## config.mk

```make
export PLATFORM = sky130hd
export DESIGN_NAME = utf8_validating_stream_decoder_core
export DESIGN_NICKNAME = d
export VERILOG_FILES = /design/src/u8vsd_pkg.sv /design/src/utf8_validating_stream_decoder_core.sv /design/src/u8vsd_decode.sv
export SDC_FILE = /design/constraint.sdc
export NUM_CORES = 1
export LEC_CHECK = 0
export BUFFER_PORTS_ARGS = -buffer_cell sky130_fd_sc_hd__buf_2
export CAP_MARGIN = 40
export CORE_ASPECT_RATIO = 1.4
export CORE_MARGIN = 3
export CORE_UTILIZATION = 50
export DETAILED_ROUTE_END_ITERATION = 10
export GPL_TIMING_DRIVEN = 0
export PLACE_DENSITY = 0.72
export SYNTH_ARGS = -nofsm -noshare
export SYNTH_HDL_FRONTEND = slang
export SYNTH_SLANG_ARGS = --single-unit
```

## constraint.sdc

```tcl
create_clock -name clock -period 5 [get_ports clock]
set_input_delay 0.25 -clock clock [delete_from_list [all_inputs] [get_ports clock]]
set_output_delay 0.25 -clock clock [all_outputs]
set_load 0.005 [all_outputs]
```

## src/u8vsd_pkg.sv

```systemverilog
// ----------------------------------------------------------------------------
// u8vsd_pkg
// Shared types, codes and constants of the strict UTF-8 stream decoder.
// ----------------------------------------------------------------------------
package u8vsd_pkg;

   // field widths
   localparam int unsigned BYTE_W     = 8;
   localparam int unsigned CP_W       = 21;
   localparam int unsigned KIND_W     = 2;
   localparam int unsigned ERR_W      = 3;
   localparam int unsigned CNT_W      = 2;
   localparam int unsigned LEN_W      = 3;
   localparam int unsigned HELD_DEPTH = 3;

   // input operation codes
   typedef enum logic [0:0] {
      OP_DATA = 1'b0,
      OP_END  = 1'b1
   } op_type;

   // result kinds
   typedef enum logic [KIND_W-1:0] {
      KIND_NONE = 2'd0,
      KIND_CHAR = 2'd1,
      KIND_EOL  = 2'd2
   } kind_type;

   // error codes
   typedef enum logic [ERR_W-1:0] {
      ERR_OK        = 3'd0,
      ERR_MALFORMED = 3'd1,
      ERR_TRUNCATED = 3'd2,
      ERR_FINISHED  = 3'd3,
      ERR_FAILED    = 3'd4
   } error_type;

   // lead byte ranges
   localparam logic [BYTE_W-1:0] ASCII_MAX = 8'h7f;
   localparam logic [BYTE_W-1:0] LEAD2_MIN = 8'hc2;
   localparam logic [BYTE_W-1:0] LEAD2_MAX = 8'hdf;
   localparam logic [BYTE_W-1:0] LEAD3_MIN = 8'he0;
   localparam logic [BYTE_W-1:0] LEAD3_MAX = 8'hef;
   localparam logic [BYTE_W-1:0] LEAD4_MIN = 8'hf0;
   localparam logic [BYTE_W-1:0] LEAD4_MAX = 8'hf4;
   localparam logic [BYTE_W-1:0] LEAD_SURR = 8'hed;

   // second byte limits against overlong forms and surrogates
   localparam logic [BYTE_W-1:0] E0_SEC_MIN = 8'ha0;
   localparam logic [BYTE_W-1:0] ED_SEC_MAX = 8'h9f;
   localparam logic [BYTE_W-1:0] F0_SEC_MIN = 8'h90;
   localparam logic [BYTE_W-1:0] F4_SEC_MAX = 8'h8f;

   // continuation byte marker in the top two bits
   localparam logic [1:0] CONT_TAG = 2'b10;

   // special code points
   localparam logic [CP_W-1:0] CP_BOM = 21'h00feff;
   localparam logic [CP_W-1:0] CP_CR  = 21'h00000d;
   localparam logic [CP_W-1:0] CP_LF  = 21'h00000a;

   // decoder state carried from beat to beat
   typedef struct packed {
      logic [CNT_W-1:0] held_count;
      logic             first_char_pending;
      logic             last_was_cr;
      logic             finished;
      logic             failed;
   } dec_state_type;

   // one result beat
   typedef struct packed {
      kind_type         kind;
      logic [CP_W-1:0]  code_point;
      error_type        error_code;
      logic [CNT_W-1:0] pending_count;
   } result_type;

   // sequence length from the lead byte, zero for a bad lead
   function automatic logic [LEN_W-1:0] seq_length(input logic [BYTE_W-1:0] lead);
      logic [LEN_W-1:0] len;
      len = 3'd0;
      if (lead <= ASCII_MAX) begin
         len = 3'd1;
      end else if (lead >= LEAD2_MIN && lead <= LEAD2_MAX) begin
         len = 3'd2;
      end else if (lead >= LEAD3_MIN && lead <= LEAD3_MAX) begin
         len = 3'd3;
      end else if (lead >= LEAD4_MIN && lead <= LEAD4_MAX) begin
         len = 3'd4;
      end
      return len;
   endfunction

endpackage

```

## src/utf8_validating_stream_decoder_core.sv

```systemverilog
// ----------------------------------------------------------------------------
// utf8_validating_stream_decoder_core
// Strict UTF-8 stream decoder with line-end detection and sticky errors.
//
//   channel | direction | handshake              | payload
//   req     | in        | req_valid / req_ready  | req_op, req_byte_in
//   rsp     | out       | rsp_valid / rsp_ready  | rsp_kind, rsp_code_point,
//           |           |                        | rsp_error_code, rsp_pending_count
//
// One result beat for every request beat, one beat per cycle sustained while rsp_ready holds.
// A beat passes the input register, then the decode step into the
// result register; the decoder state loop closes in that single step.
// Reset clears the held count and the flags but sets first_char_pending; the held bytes need no reset.
// A stalled result holds the result register; the input register still
// takes a beat while it is empty, and req_ready drops once it too is full.
// ----------------------------------------------------------------------------
module utf8_validating_stream_decoder_core (
   input  logic                                clock,
   input  logic                                reset,
   input  logic                                req_valid,
   output logic                                req_ready,
   input  logic                                req_op,
   input  logic [u8vsd_pkg::BYTE_W-1:0]        req_byte_in,
   output logic                                rsp_valid,
   input  logic                                rsp_ready,
   output logic [u8vsd_pkg::KIND_W-1:0]        rsp_kind,
   output logic [u8vsd_pkg::CP_W-1:0]          rsp_code_point,
   output logic [u8vsd_pkg::ERR_W-1:0]         rsp_error_code,
   output logic [u8vsd_pkg::CNT_W-1:0]         rsp_pending_count
);

   logic                          in_valid_ff, in_valid_in;
   logic                          in_op_ff;
   logic [u8vsd_pkg::BYTE_W-1:0]  in_byte_ff;
   logic                          out_valid_ff, out_valid_in;
   u8vsd_pkg::result_type         out_ff;
   u8vsd_pkg::dec_state_type      state_ff, state_in;
   logic [u8vsd_pkg::BYTE_W-1:0]  held_ff [u8vsd_pkg::HELD_DEPTH];
   u8vsd_pkg::result_type         step_result;
   logic                          hold_we;
   logic                          out_free;
   logic                          step_go;
   logic                          req_take;

   // handshake control
   always_comb begin
      out_free     = !out_valid_ff || rsp_ready;
      step_go      = in_valid_ff && out_free;
      req_ready    = !in_valid_ff || step_go;
      req_take     = req_valid && req_ready;
      in_valid_in  = req_take || (in_valid_ff && !step_go);
      out_valid_in = step_go || (out_valid_ff && !rsp_ready);
   end

   // decode step
   u8vsd_decode u_decode (
      .state      (state_ff),
      .held       (held_ff),
      .op         (in_op_ff),
      .byte_in    (in_byte_ff),
      .state_next (state_in),
      .hold_we    (hold_we),
      .result     (step_result)
   );

   // control registers
   always_ff @(posedge clock) begin
      if (reset) begin
         in_valid_ff                 <= 1'b0;
         out_valid_ff                <= 1'b0;
         state_ff.held_count         <= '0;
         state_ff.first_char_pending <= 1'b1;
         state_ff.last_was_cr        <= 1'b0;
         state_ff.finished           <= 1'b0;
         state_ff.failed             <= 1'b0;
      end else begin
         in_valid_ff  <= in_valid_in;
         out_valid_ff <= out_valid_in;
         if (step_go) begin
            state_ff <= state_in;
         end
      end
   end

   // payload registers
   always_ff @(posedge clock) begin
      if (req_take) begin
         in_op_ff   <= req_op;
         in_byte_ff <= req_byte_in;
      end
      if (step_go) begin
         out_ff <= step_result;
      end
      if (step_go && hold_we) begin
         case (state_ff.held_count)
            2'd0:    held_ff[0] <= in_byte_ff;
            2'd1:    held_ff[1] <= in_byte_ff;
            2'd2:    held_ff[2] <= in_byte_ff;
            default: ;
         endcase
      end
   end

   // result beat
   assign rsp_valid         = out_valid_ff;
   assign rsp_kind          = out_ff.kind;
   assign rsp_code_point    = out_ff.code_point;
   assign rsp_error_code    = out_ff.error_code;
   assign rsp_pending_count = out_ff.pending_count;

   // an error beat carries no character
   a_error_no_char: assert property (@(posedge clock) disable iff (reset)
      rsp_valid && rsp_error_code != u8vsd_pkg::ERR_OK |->
         rsp_kind == u8vsd_pkg::KIND_NONE && rsp_code_point == '0)
      else $error("error beat carries a character");

   // pending count only reported with truncation
   a_pending_trunc: assert property (@(posedge clock) disable iff (reset)
      rsp_valid && rsp_pending_count != '0 |->
         rsp_error_code == u8vsd_pkg::ERR_TRUNCATED)
      else $error("pending count without truncation");

   // end of stream is sticky
   a_finish_sticky: assert property (@(posedge clock) disable iff (reset)
      state_ff.finished |=> state_ff.finished)
      else $error("finished flag cleared");

   // both stages full and output stalled must stop the input side
   a_full_stall: assert property (@(posedge clock) disable iff (reset)
      in_valid_ff && out_valid_ff && !rsp_ready |-> !req_ready)
      else $error("input taken while both stages are stalled");

endmodule

```

## src/u8vsd_decode.sv

```systemverilog
// ----------------------------------------------------------------------------
// u8vsd_decode
// Per-beat decode step: judges the byte against the held bytes and flags,
// builds the result and the next state.
// ----------------------------------------------------------------------------
module u8vsd_decode (
   input  u8vsd_pkg::dec_state_type      state,
   input  logic [u8vsd_pkg::BYTE_W-1:0]  held [u8vsd_pkg::HELD_DEPTH],
   input  logic                          op,
   input  logic [u8vsd_pkg::BYTE_W-1:0]  byte_in,
   output u8vsd_pkg::dec_state_type      state_next,
   output logic                          hold_we,
   output u8vsd_pkg::result_type         result
);

   logic [u8vsd_pkg::BYTE_W-1:0] lead;
   logic [u8vsd_pkg::BYTE_W-1:0] seq1;
   logic [u8vsd_pkg::BYTE_W-1:0] seq2;
   logic [u8vsd_pkg::BYTE_W-1:0] seq3;
   logic [u8vsd_pkg::LEN_W-1:0]  need;
   logic [u8vsd_pkg::LEN_W-1:0]  have;
   logic                         cont_ok;
   logic                         range_ok;
   logic [u8vsd_pkg::CP_W-1:0]   cp;

   // assemble the sequence: the newest byte is always the last one
   always_comb begin
      lead = (state.held_count != '0) ? held[0] : byte_in;
      need = u8vsd_pkg::seq_length(lead);
      have = {1'b0, state.held_count} + 3'd1;
      seq1 = (need == 3'd2) ? byte_in : held[1];
      seq2 = (need == 3'd3) ? byte_in : held[2];
      seq3 = byte_in;
   end

   // continuation, overlong and surrogate checks
   always_comb begin
      cont_ok = (need < 3'd2 || seq1[7:6] == u8vsd_pkg::CONT_TAG) &&
                (need < 3'd3 || seq2[7:6] == u8vsd_pkg::CONT_TAG) &&
                (need < 3'd4 || seq3[7:6] == u8vsd_pkg::CONT_TAG);
      range_ok = !((lead == u8vsd_pkg::LEAD3_MIN && seq1 < u8vsd_pkg::E0_SEC_MIN) ||
                   (lead == u8vsd_pkg::LEAD_SURR && seq1 > u8vsd_pkg::ED_SEC_MAX) ||
                   (lead == u8vsd_pkg::LEAD4_MIN && seq1 < u8vsd_pkg::F0_SEC_MIN) ||
                   (lead == u8vsd_pkg::LEAD4_MAX && seq1 > u8vsd_pkg::F4_SEC_MAX));
   end

   // code point from the payload bits of each byte
   always_comb begin
      case (need)
         3'd1:    cp = {13'd0, lead};
         3'd2:    cp = {10'd0, lead[4:0], seq1[5:0]};
         3'd3:    cp = {5'd0, lead[3:0], seq1[5:0], seq2[5:0]};
         3'd4:    cp = {lead[2:0], seq1[5:0], seq2[5:0], seq3[5:0]};
         default: cp = '0;
      endcase
   end

   // sticky flags, sequence collection and line-end handling
   always_comb begin
      state_next           = state;
      hold_we              = 1'b0;
      result.kind          = u8vsd_pkg::KIND_NONE;
      result.code_point    = '0;
      result.error_code    = u8vsd_pkg::ERR_OK;
      result.pending_count = '0;
      if (state.finished) begin
         state_next.failed = 1'b1;
         result.error_code = u8vsd_pkg::ERR_FINISHED;
      end else if (state.failed) begin
         result.error_code = u8vsd_pkg::ERR_FAILED;
      end else if (op == u8vsd_pkg::OP_END) begin
         if (state.held_count != '0) begin
            result.pending_count = state.held_count;
            result.error_code    = u8vsd_pkg::ERR_TRUNCATED;
            state_next.failed    = 1'b1;
         end else begin
            state_next.finished = 1'b1;
         end
      end else if (need == '0) begin
         result.error_code = u8vsd_pkg::ERR_MALFORMED;
         state_next.failed = 1'b1;
      end else if (have < need) begin
         hold_we               = 1'b1;
         state_next.held_count = state.held_count + 2'd1;
      end else begin
         state_next.held_count = '0;
         if (!(cont_ok && range_ok)) begin
            result.error_code = u8vsd_pkg::ERR_MALFORMED;
            state_next.failed = 1'b1;
         end else begin
            state_next.first_char_pending = 1'b0;
            if (state.first_char_pending && cp == u8vsd_pkg::CP_BOM) begin
               // leading byte-order mark is dropped
            end else if (cp == u8vsd_pkg::CP_CR) begin
               state_next.last_was_cr = 1'b1;
               result.kind            = u8vsd_pkg::KIND_EOL;
            end else if (cp == u8vsd_pkg::CP_LF) begin
               // lf straight after cr belongs to the same line end
               if (state.last_was_cr) begin
                  state_next.last_was_cr = 1'b0;
               end else begin
                  result.kind = u8vsd_pkg::KIND_EOL;
               end
            end else begin
               state_next.last_was_cr = 1'b0;
               result.kind            = u8vsd_pkg::KIND_CHAR;
               result.code_point      = cp;
            end
         end
      end
   end

endmodule

```

# Yosys cells after proc, flatten, opt, wreduce, memory -nomap -nowiden
# Index checks and enable logic that the tools add are counted.
# totals
ff_bits	69
inputBits	13
out_inout_bits	30
# op_classes
add_sub_neg	2
order_cmp	15
n_eq_ne	16
n_mux	34
n_bitwise	8
reduce_logical	44
# ops
operator	n
$pmux W21 S4	1
$eq A21 B4 Y1 const B	2
$eq A8 B8 Y1 const B	4
$ge A8 B8 Y1 const B	3
$le A8 B8 Y1 const B	3
$mux W3	8
$mux W8	3
$eq A21 B16 Y1 const B	1
$gt A8 B8 Y1 const B	2
$logic_and A1 B1 Y1	16
$lt A8 B8 Y1 const B	2
$mux W1	16
$logic_or A1 B1 Y1	10
$mux W2	5
$reduce_or A9 Y1	1
$eq A2 B2 Y1 const B	4
$le A8 B7 Y1 const B	1
$not A1 Y1	8
$reduce_and A8 Y1	1
$reduce_or A8 Y1	1
$reduce_and A7 Y1	1
$reduce_or A7 Y1	1
$eq A3 B2 Y1 const B	2
$lt A3 B2 Y1 const B	2
other kinds (15)	21

# Longest topological paths before layout
# Gate-level depths: netlist (run 1).
# depth
depth_word	23
ltp_mapped	17

# Modules after synthesis
# Synthesis (run 1) repeated with hierarchy kept, for this count alone.
# hier_totals
hier_cells	320
hier_area_um2	3659.8
# modules_own_cells
mod	instances	cells_each	area_per_inst_um2	seq_area_each_um2
utf8_validating_stream_decoder_core	1	101	2213.4	1991.9
u8vsd_decode	1	219	1446.4	0.0

# Least setup slack after synthesis (run 1)
# OpenSTA, ideal clock, no wires.
# synth_path
path_type	register to register
startpoint	reg state_ff[4] in the netlist's numbering
endpoint	reg held_ff[16] in the netlist's numbering, enable pin
arrival_time_ps	3028
path_slack_ps	1589
stages_incl_launch_ff	14
synth_period_minus_slack_ps	3411
cell_sequence	dfxtp_1 inv_1 ha_1 buf_6 nand3b_4 a221oi_2 and2_1 buf_6 inv_4 buf_6 ha_1 o21a_1 a21o_1 nor3_1
# synth_between
elab_chain_cells	16
# synth_lines
item	line	rtl
start: declaration	utf8_validating_stream_decoder_core.sv:37	u8vsd_pkg::dec_state_type state_ff, state_in;
start signal: assignment	utf8_validating_stream_decoder_core.sv:80	state_ff <= state_in;
$reduce_bool A2 Y1	u8vsd_decode.sv:28	lead = (state.held_count != '0) ? held[0] : byte_in;
$mux W8	u8vsd_decode.sv:28	
$ge A8 B8 Y1 or $le A8 B8 Y1 (tied branches)	u8vsd_pkg.sv:89	end else if (lead >= LEAD4_MIN && lead <= LEAD4_MAX) begin
$logic_and A1 B1 Y1	u8vsd_pkg.sv:89	
$mux W3	u8vsd_pkg.sv:89	
$mux W3	u8vsd_pkg.sv:87	end else if (lead >= LEAD3_MIN && lead <= LEAD3_MAX) begin
$mux W3	u8vsd_pkg.sv:85	end else if (lead >= LEAD2_MIN && lead <= LEAD2_MAX) begin
$mux W3	u8vsd_pkg.sv:83	if (lead <= ASCII_MAX) begin
$lt A3 B3 Y1	u8vsd_decode.sv:82	end else if (have < need) begin
$mux W1	u8vsd_decode.sv:82	
$mux W1	u8vsd_decode.sv:79	end else if (need == '0) begin
$mux W1	u8vsd_decode.sv:71	end else if (op == u8vsd_pkg::OP_END) begin
$mux W1	u8vsd_decode.sv:69	end else if (state.failed) begin
$mux W1	u8vsd_decode.sv:66	if (state.finished) begin
$logic_and A1 B1 Y1	utf8_validating_stream_decoder_core.sv:94	if (step_go && hold_we) begin
$reduce_and A2 Y1 (no source line) *	-	
end: declaration	utf8_validating_stream_decoder_core.sv:38	logic [u8vsd_pkg::BYTE_W-1:0] held_ff [u8vsd_pkg::HELD_DEPTH];
# Mark *: on every way between the ends. The rest lies on a longest branch, timed or not.
# A chain may end at the register's enable or synchronous reset.

# Worst setup path after layout (run 1)
# layout_path
startpoint	reg state_ff[4] in the netlist's numbering
endpoint	reg out_ff, in the netlist rsp_code_point[10], data pin
# layout_between
elab_chain_cells	19
# layout_lines
item	line	rtl
$reduce_bool A2 Y1	u8vsd_decode.sv:28	
$mux W8	u8vsd_decode.sv:28	
$ge A8 B8 Y1 or $le A8 B8 Y1 (tied branches)	u8vsd_pkg.sv:89	
$logic_and A1 B1 Y1	u8vsd_pkg.sv:89	
$mux W3	u8vsd_pkg.sv:89	
$mux W3	u8vsd_pkg.sv:87	
$mux W3	u8vsd_pkg.sv:85	
$mux W3	u8vsd_pkg.sv:83	
[... 3 more ...]	-	
$logic_and A1 B1 Y1, on equally long branches	u8vsd_decode.sv:41, u8vsd_decode.sv:42	
$logic_or A1 B1 Y1	u8vsd_decode.sv:41	range_ok = !((lead == u8vsd_pkg::LEAD3_MIN && seq1 < u8vsd_pkg::E0_SEC_MIN) ||
$logic_or A1 B1 Y1	u8vsd_decode.sv:42	(lead == u8vsd_pkg::LEAD_SURR && seq1 > u8vsd_pkg::ED_SEC_MAX) ||
$logic_or A1 B1 Y1	u8vsd_decode.sv:43	(lead == u8vsd_pkg::LEAD4_MIN && seq1 < u8vsd_pkg::F0_SEC_MIN) ||
$logic_not A1 Y1	u8vsd_decode.sv:41	
$logic_and A1 B1 Y1	u8vsd_decode.sv:87	if (!(cont_ok && range_ok)) begin
$not A1 Y1 (no source line)	-	
$reduce_or A9 Y1 (no source line)	-	
end signal: assignment	utf8_validating_stream_decoder_core.sv:92	out_ff <= step_result;
end: declaration	utf8_validating_stream_decoder_core.sv:36	u8vsd_pkg::result_type out_ff;
# Several ways; a longest one is shown, not always the timed one.

==> results of run 1 <==
## cell usage after synthesis, types with 3 or more instances
library cell   n
edfxtp_1      61
a21oi_1       37
nor2_1        29
nand2_1       21
o21ai_0       15
nand3_1       11
inv_1         10
nor2b_1       10
nor3_1         9
and2_1         8
dfxtp_1        8
buf_2          7
mux2i_1        7
nand3b_1       7
ha_1           6
a31oi_1        5
buf_6          5
mux2_2         5
a21o_1         4
buf_4          4
clkbuf_1       4
nand2b_1       4
nand4_1        4
nor3b_2        4
nor3b_1        3
o211ai_1       3
o32ai_1        3
or2_2          3
## cell usage in the layout (no fill, tap or decap), drive strengths merged, types with 4 or more instances in the layout
| cell type | instances |
|---|---|
| nor3 | 12 |
| clkbuf | 14 |
| nand2 | 24 |
| mux2i | 8 |
| nand2b | 4 |
| a21oi | 38 |
| inv | 11 |
| and2 | 9 |
| a31oi | 5 |
| nand3 | 12 |
| o21ai | 15 |
| nand3b | 8 |
| dfxtp | 8 |
| a21o | 4 |
| buf | 60 |
| nor2 | 29 |
| ha | 6 |
| a221oi | 4 |
| nor3b | 7 |
| edfxtp | 61 |
| clkinv | 4 |
| nand4 | 4 |
| mux2 | 6 |
| nor2b | 10 |
## metrics by stage
stage / cell area (um2) / total power [W] / hold WS (ps) / utilization / setup slack (ps)
after floorplan: 3950 / 0.000760 / 319 / - / 1590
after global placement: 4280 / 0.000805 / 427 / 0.571 / 1050
after detailed placement: 4320 / 0.000809 / 429 / 0.575 / 1180
after CTS: 4500 / 0.00124 / 51.7 / 0.600 / 1140
after global routing: 4500 / 0.00128 / 59.9 / 0.600 / 861
final: 4500 / 0.00123 / 61.4 / 0.600 / 1120
## routing by layer
layer	vias to the layer above	track usage	routed length, um
met4	0	0.150	390
met2	155	0.376	5000
met3	32	0.0390	717
met1	1478	0.292	4140
met5	-	0	0
li1	1481	-	-
## kinds of logic (layout without fill, tap and decap cells)
| kind of cell | after synthesis | count (layout) |
|---|---|---|
| flops | 69 | 69 |
| mux | 14 | 14 |
| buf+inv | 31 | 91 |
| fa+ha+maj | 6 | 6 |
| compound gates | 104 | 104 |
| simple gates | 135 | 135 |
## registers in the layout, indices dropped and copies added, names as in the netlist
name / flops
held_ff: 24
rsp_code_point: 21
in_byte_ff: 8
state_ff: 6
rsp_error_code: 3
rsp_kind: 2
rsp_pending_count: 2
in_op_ff: 1
in_valid_ff: 1
rsp_valid: 1
## worst max-delay path by stage
stage | startpoint | end | slack [ps] | depth (start not counted)
after global routing | state_ff[4] | rsp_code_point[15] | 860 | 17
after floorplan | state_ff[4] | held_ff[16] | 1590 | 13
final | state_ff[4] | rsp_code_point[10] | 1120 | 17
after CTS | state_ff[4] | rsp_code_point[10] | 1140 | 17
after detailed placement | state_ff[4] | rsp_code_point[10] | 1180 | 17
after global placement | state_ff[4] | held_ff[20] | 1050 | 13
## final cells by class
cell class              instances  area [um2]  area share
well taps                      97         121      0.0270
multi-input cells             259        1780       0.396
inverters                      11        43.8     0.00974
plain buffers                  20         136      0.0303
clock inverters                 6        53.8      0.0120
repair buffers                 44         243      0.0540
clock buffers                  10         128      0.0284
flip-flops and latches         69        1990       0.443
## report_power, final
group | leakage [nW] | internal, W | total (W) | switching (W)
sequential | 0.635 | 0.000646 | 0.000659 | 0.0000130
combinational | 0.916 | 0.0000540 | 0.000140 | 0.0000865
clock | 0.0888 | 0.000224 | 0.000434 | 0.000210
## worst reg2reg max path, cell delays in order (launching register included)
cell and delay, ps:
dfxtp_1 340, inv_1 150, ha_1 240, buf_6 160, nand3_1 180, a221oi_2 480
and2_1 210, buf_6 130, inv_4 60, buf_6 150, ha_1 280, o21a_1 130
a21o_1 170, o211a_1 170, nand3_2 120, a311o_2 390, buf_6 160, a211oi_2 190
==> impl_metrics.ini, run 1 <==
[status]
outcome = completed

[synthesis]
synth_async_sr_flop_share = 0
synthMuxAreaShare = 0.0393
yosys.area.top_type_share = 0.464
synthAdderAreaFrac = 0.0190
synth_compound_area_frac = 0.187
synth_edf_count = 61
synth_top_family_by_area = simple AND/OR/NAND/NOR gates
syn_avg_cell_area_um2 = 11.0
synth_top_area_cell = edfxtp_1
syn_area_mm2 = 0.00395
ys_top_cells_by_area = edfxtp_1 46%, a21oi_1 4.7%, dfxtp_1 4.1%
syn_inst = 359
syn_nets = 378
synth_xor_area_frac = 0
synth_flop_cell = edfxtp_1
yosys_warnings = 0
ys_ff_latch = 69
yosys.cell_types.count = 77
ys_seq_area_frac = 0.504
yosys.area_share.simple = 0.205

[critical_path]
rr_startpoint = state_ff[4]
critPathLaunchType = flop
path_buf_inv = 6
end_kind = flop
cp_common_cell = buf_6
critical_path.slowest_cell = a221oi_2
worstPathArrival_ps = 4090
worstPathCellList = inv_1, ha_1, buf_6, nand3_1, a221oi_2, and2_1, buf_6, inv_4, buf_6, ha_1, o21a_1, a21o_1, o211a_1, nand3_2, a311o_2, buf_6, a211oi_2
r2r_setup_slack_ps = 1120
criticalPathCategory = flop to flop
rr_worst_depth = 17
r2r-end = rsp_code_point[10]
max_stage_delay_ps = 480
cp.required_ps = 5210
worst-path-max-fanout = 10
crit_family = compound AO/OA/AOI/OAI gates

[drt]
firstDrtPassIters = 4
antenna_left = 0
route.detailed.drc = 0
via_count = 3146
dr.first_iter.drc_count = 265
routed_via_density = 6.10
postRouteWirelength_um = 10300
routedWlPerCell_um = 19.9

[grt]
grt_overflow = 0
grt_pass1_vias = 3047
grt_pass1_wl_um = 15900
track_usage = 0.237
grt_start_max_net_pins = 26
antenna_found_initial = 0

[floorplan]
ios = 43
row_count = 37
die_area_mm2 = 0.00902
dieHeight_um = 111
initial_core_util = 0.527
core_mm2 = 0.00750
dieWidth_um = 81.1

[final_layout]
nNetsFinal = 433
stdcell_count = 516
drive_gt1_frac = 0.263
area_growth_syn_to_layout_pct = 13.8
fillCellCount = 685
antenna_cells = 0

[clocking]
postCtsHoldBufs = 0
postCtsSetupBuffers = 0
clock-sinks = 69
clockBufferDepth = 2
clkLatencyLatePin_ps = 360
h-tree-depth = 3
root_buffer = clkbuf_8
cts-resized-gates = 0
path_clk_slew_ps = 80
cts_tree = done
numCtsBuffers = 9

[place]
port_buffers = 42
dp_cells = 500
dpl.hpwl_um = 7520
gp_congestion = 0.980

[sta]
slew_headroom = 0.479
rsz0062_at_grt = false
hold_viol_final = 0
fin_crit_ps = 3880
report.final.slew_viol_count = 0
setup_viol = 0
fin_worst_skew_ps = 14.5
setup_tns_ps = 0
fmax_mhz = 258
timing.final.crit_share = 0.775
worst_pin_slew_ps = 760

[hold_path]
min_to = in_byte_ff[1]
hp-start = req_byte_in[1]
hold-path-cell-count = 1
hold_class = input port to flop

[power]
peakVddDrop_mv = 0.229
p_leak_nw = 1.64
cellPowerDensity_mw_per_mm2 = 274

[job]
maxCapViolations = 0
(Power assumes the default switching activity.)
==> inputs of run 2 (changes only) <==
Settings changed: PLACE_DENSITY 0.72 to 0.74.
Clock period 5 ns to 3.2 ns, I/O delays scaled along.
==> run 2 against run 1 <==
  * The run now ends with negative setup slack left
  * Clock skew fell by 0.58 ps
  * Combinational power rose by 110%
  * Clock power increased by 43%
  * Cell count grew 8.5%
  * Core utilization grew 8.3 points
  * Global-route usage is 2.9 points higher
  * Via count increased by 7.9%
  * Register-to-register slack got worse by 1300 ps
  * First-iteration DRC count rose by 19%
  * Critical endpoint unchanged
  * Die area unchanged
  * Critical path depth shrank 1
==> impl_metrics.ini, run 2 (synthesis results as in run 1) <==
[drt]
route.detailed.drc = 0
firstDrtPassIters = 4
postRouteWirelength_um = 11400
antenna_left = 0
routed_via_density = 6.06
routedWlPerCell_um = 20.3
via_count = 3395
dr.first_iter.drc_count = 316

[final_layout]
nNetsFinal = 477
drive_gt1_frac = 0.376
area_growth_syn_to_layout_pct = 29.6
final_util = 0.683
antenna_cells = 0
largest-register = held_ff
final_cell_mix = 61 x edfxtp_1, 48 x buf_2, 36 x buf_4
layout_commonest_cell = edfxtp_1
fillCellCount = 569
largest_reg_flops = 24

[hold_path]
hold_class = input port to flop

[clocking]
clkLatencyLatePin_ps = 360
clockBufferDepth = 2
cts_tree = done
clock-sinks = 69
numCtsBuffers = 9
root_buffer = clkbuf_8
h-tree-depth = 3
path_clk_slew_ps = 80

[status]
violations = negative setup slack
outcome = finished with violations

[floorplan]
row_count = 37
dieWidth_um = 81.1
dieHeight_um = 111
initial_core_util = 0.527
core_mm2 = 0.00750
die_area_mm2 = 0.00902
ios = 43

[sta]
fin_crit_ps = 3380
setup_viol = 20
fin_worst_skew_ps = 13.9
report.final.slew_viol_count = 0
fin_hold_ws_ps = 36.5
slew_headroom = 0.591
fmax_mhz = 295
timing.final.crit_share = 1.06
setup_tns_ps = -2210
worst_pin_slew_ps = 597
layout_setup_ws_ps = -184
hold_viol_final = 0
rsz0062_at_grt = true

[place]
gp_congestion = 0.931
dpl.hpwl_um = 7760
port_buffers = 42
pre_cts_ws_ps = -562

[grt]
grt_pass1_wl_um = 17900
grt_start_max_net_pins = 26
grt_pass1_vias = 3338
antenna_found_initial = 0
track_usage = 0.266
grt_overflow = 0

[critical_path]
max_stage_delay_ps = 470
worst-path-max-fanout = 5
path_buf_inv = 5
worstPathCellList = inv_4, ha_4, buf_8, nand3b_4, a221oi_4, and2_4, inv_8, buf_12, ha_4, o21a_1, a21o_1, o211a_1, nand3_4, a311o_2, buf_8, a211oi_2
cp.required_ps = 3400
end_kind = flop
worstPathArrival_ps = 3580
critPathLaunchType = flop
critical_path.slowest_cell = a311o_2
criticalPathCategory = flop to flop
crit_family = compound AO/OA/AOI/OAI gates

[power]
cellPowerDensity_mw_per_mm2 = 379
p_leak_nw = 1.92
power_w = 0.00194
peakVddDrop_mv = 0.309

[job]
maxCapViolations = 0
## run 2: cell types whose count changed in the layout (fill, tap and decap cells not counted), sizes merged
cell,previous run,this run
buf,60,93
dlygate4sd3,0,9
clkbuf,14,20
clkinv,4,1
bufinv,1,0
## run 2: layout make-up
class	instances	area (um2)	area share
clock buffers	14	153	0.0298
multi-input cells	259	1970	0.386
inverters	11	53.8	0.0105
plain buffers	19	155	0.0303
well taps	97	121	0.0237
clock inverters	2	12.5	0.00244
flip-flops and latches	69	2000	0.390
repair buffers	89	653	0.128
## run 2: path summary, 6_finish.rpt
kind / from / cells after the start / slack, ps / to
worst min-delay path: req_valid / 3 / 40 / in_valid_ff
worst max register to register: state_ff[4] / 16 / -180 / rsp_code_point[10]
worst max-delay path: state_ff[4] / 16 / -180 / rsp_code_point[10]
worst min register to register: state_ff[3] / 2 / 480 / state_ff[3]
## run 2: worst min-delay path: stages
cell and delay [ps]:
buf_2 80, a21oi_1 30, nor2_1 70
## run 2: per-layer routing
layer,up-vias,wire [um],track usage
met2,143,5600,0.437
met5,-,0,0
met3,42,608,0.0569
met1,1634,4500,0.320
met4,0,646,0.138
li1,1576,-,-
## run 2: repair_timing
action | CTS | global route
setup endpoints to repair | 47 | 46
hold endpoints to repair | 9 | 0
resized for setup | 38 | 12
setup buffers | 29 | 5
pin swaps | 14 | 12
hold buffers | 9 | 0
cloned | 3 | 0
## run 2: power by group
group | switching, W | internal, W
clock | 0.000318 | 0.000303
combinational | 0.000165 | 0.000128
sequential | 0.0000207 | 0.00101
## run 2: through the flow
| stage | area [um2] | instances |
|---|---|---|
| 2_1_floorplan | 4010 | 359 |
| 3_3_place_gp | 4340 | 498 |
| 3_5_place_dp | 4370 | 499 |
| 4_1_cts | 5060 | 556 |
| 5_1_grt | 5120 | 560 |
| 6_report | 5120 | 560 |
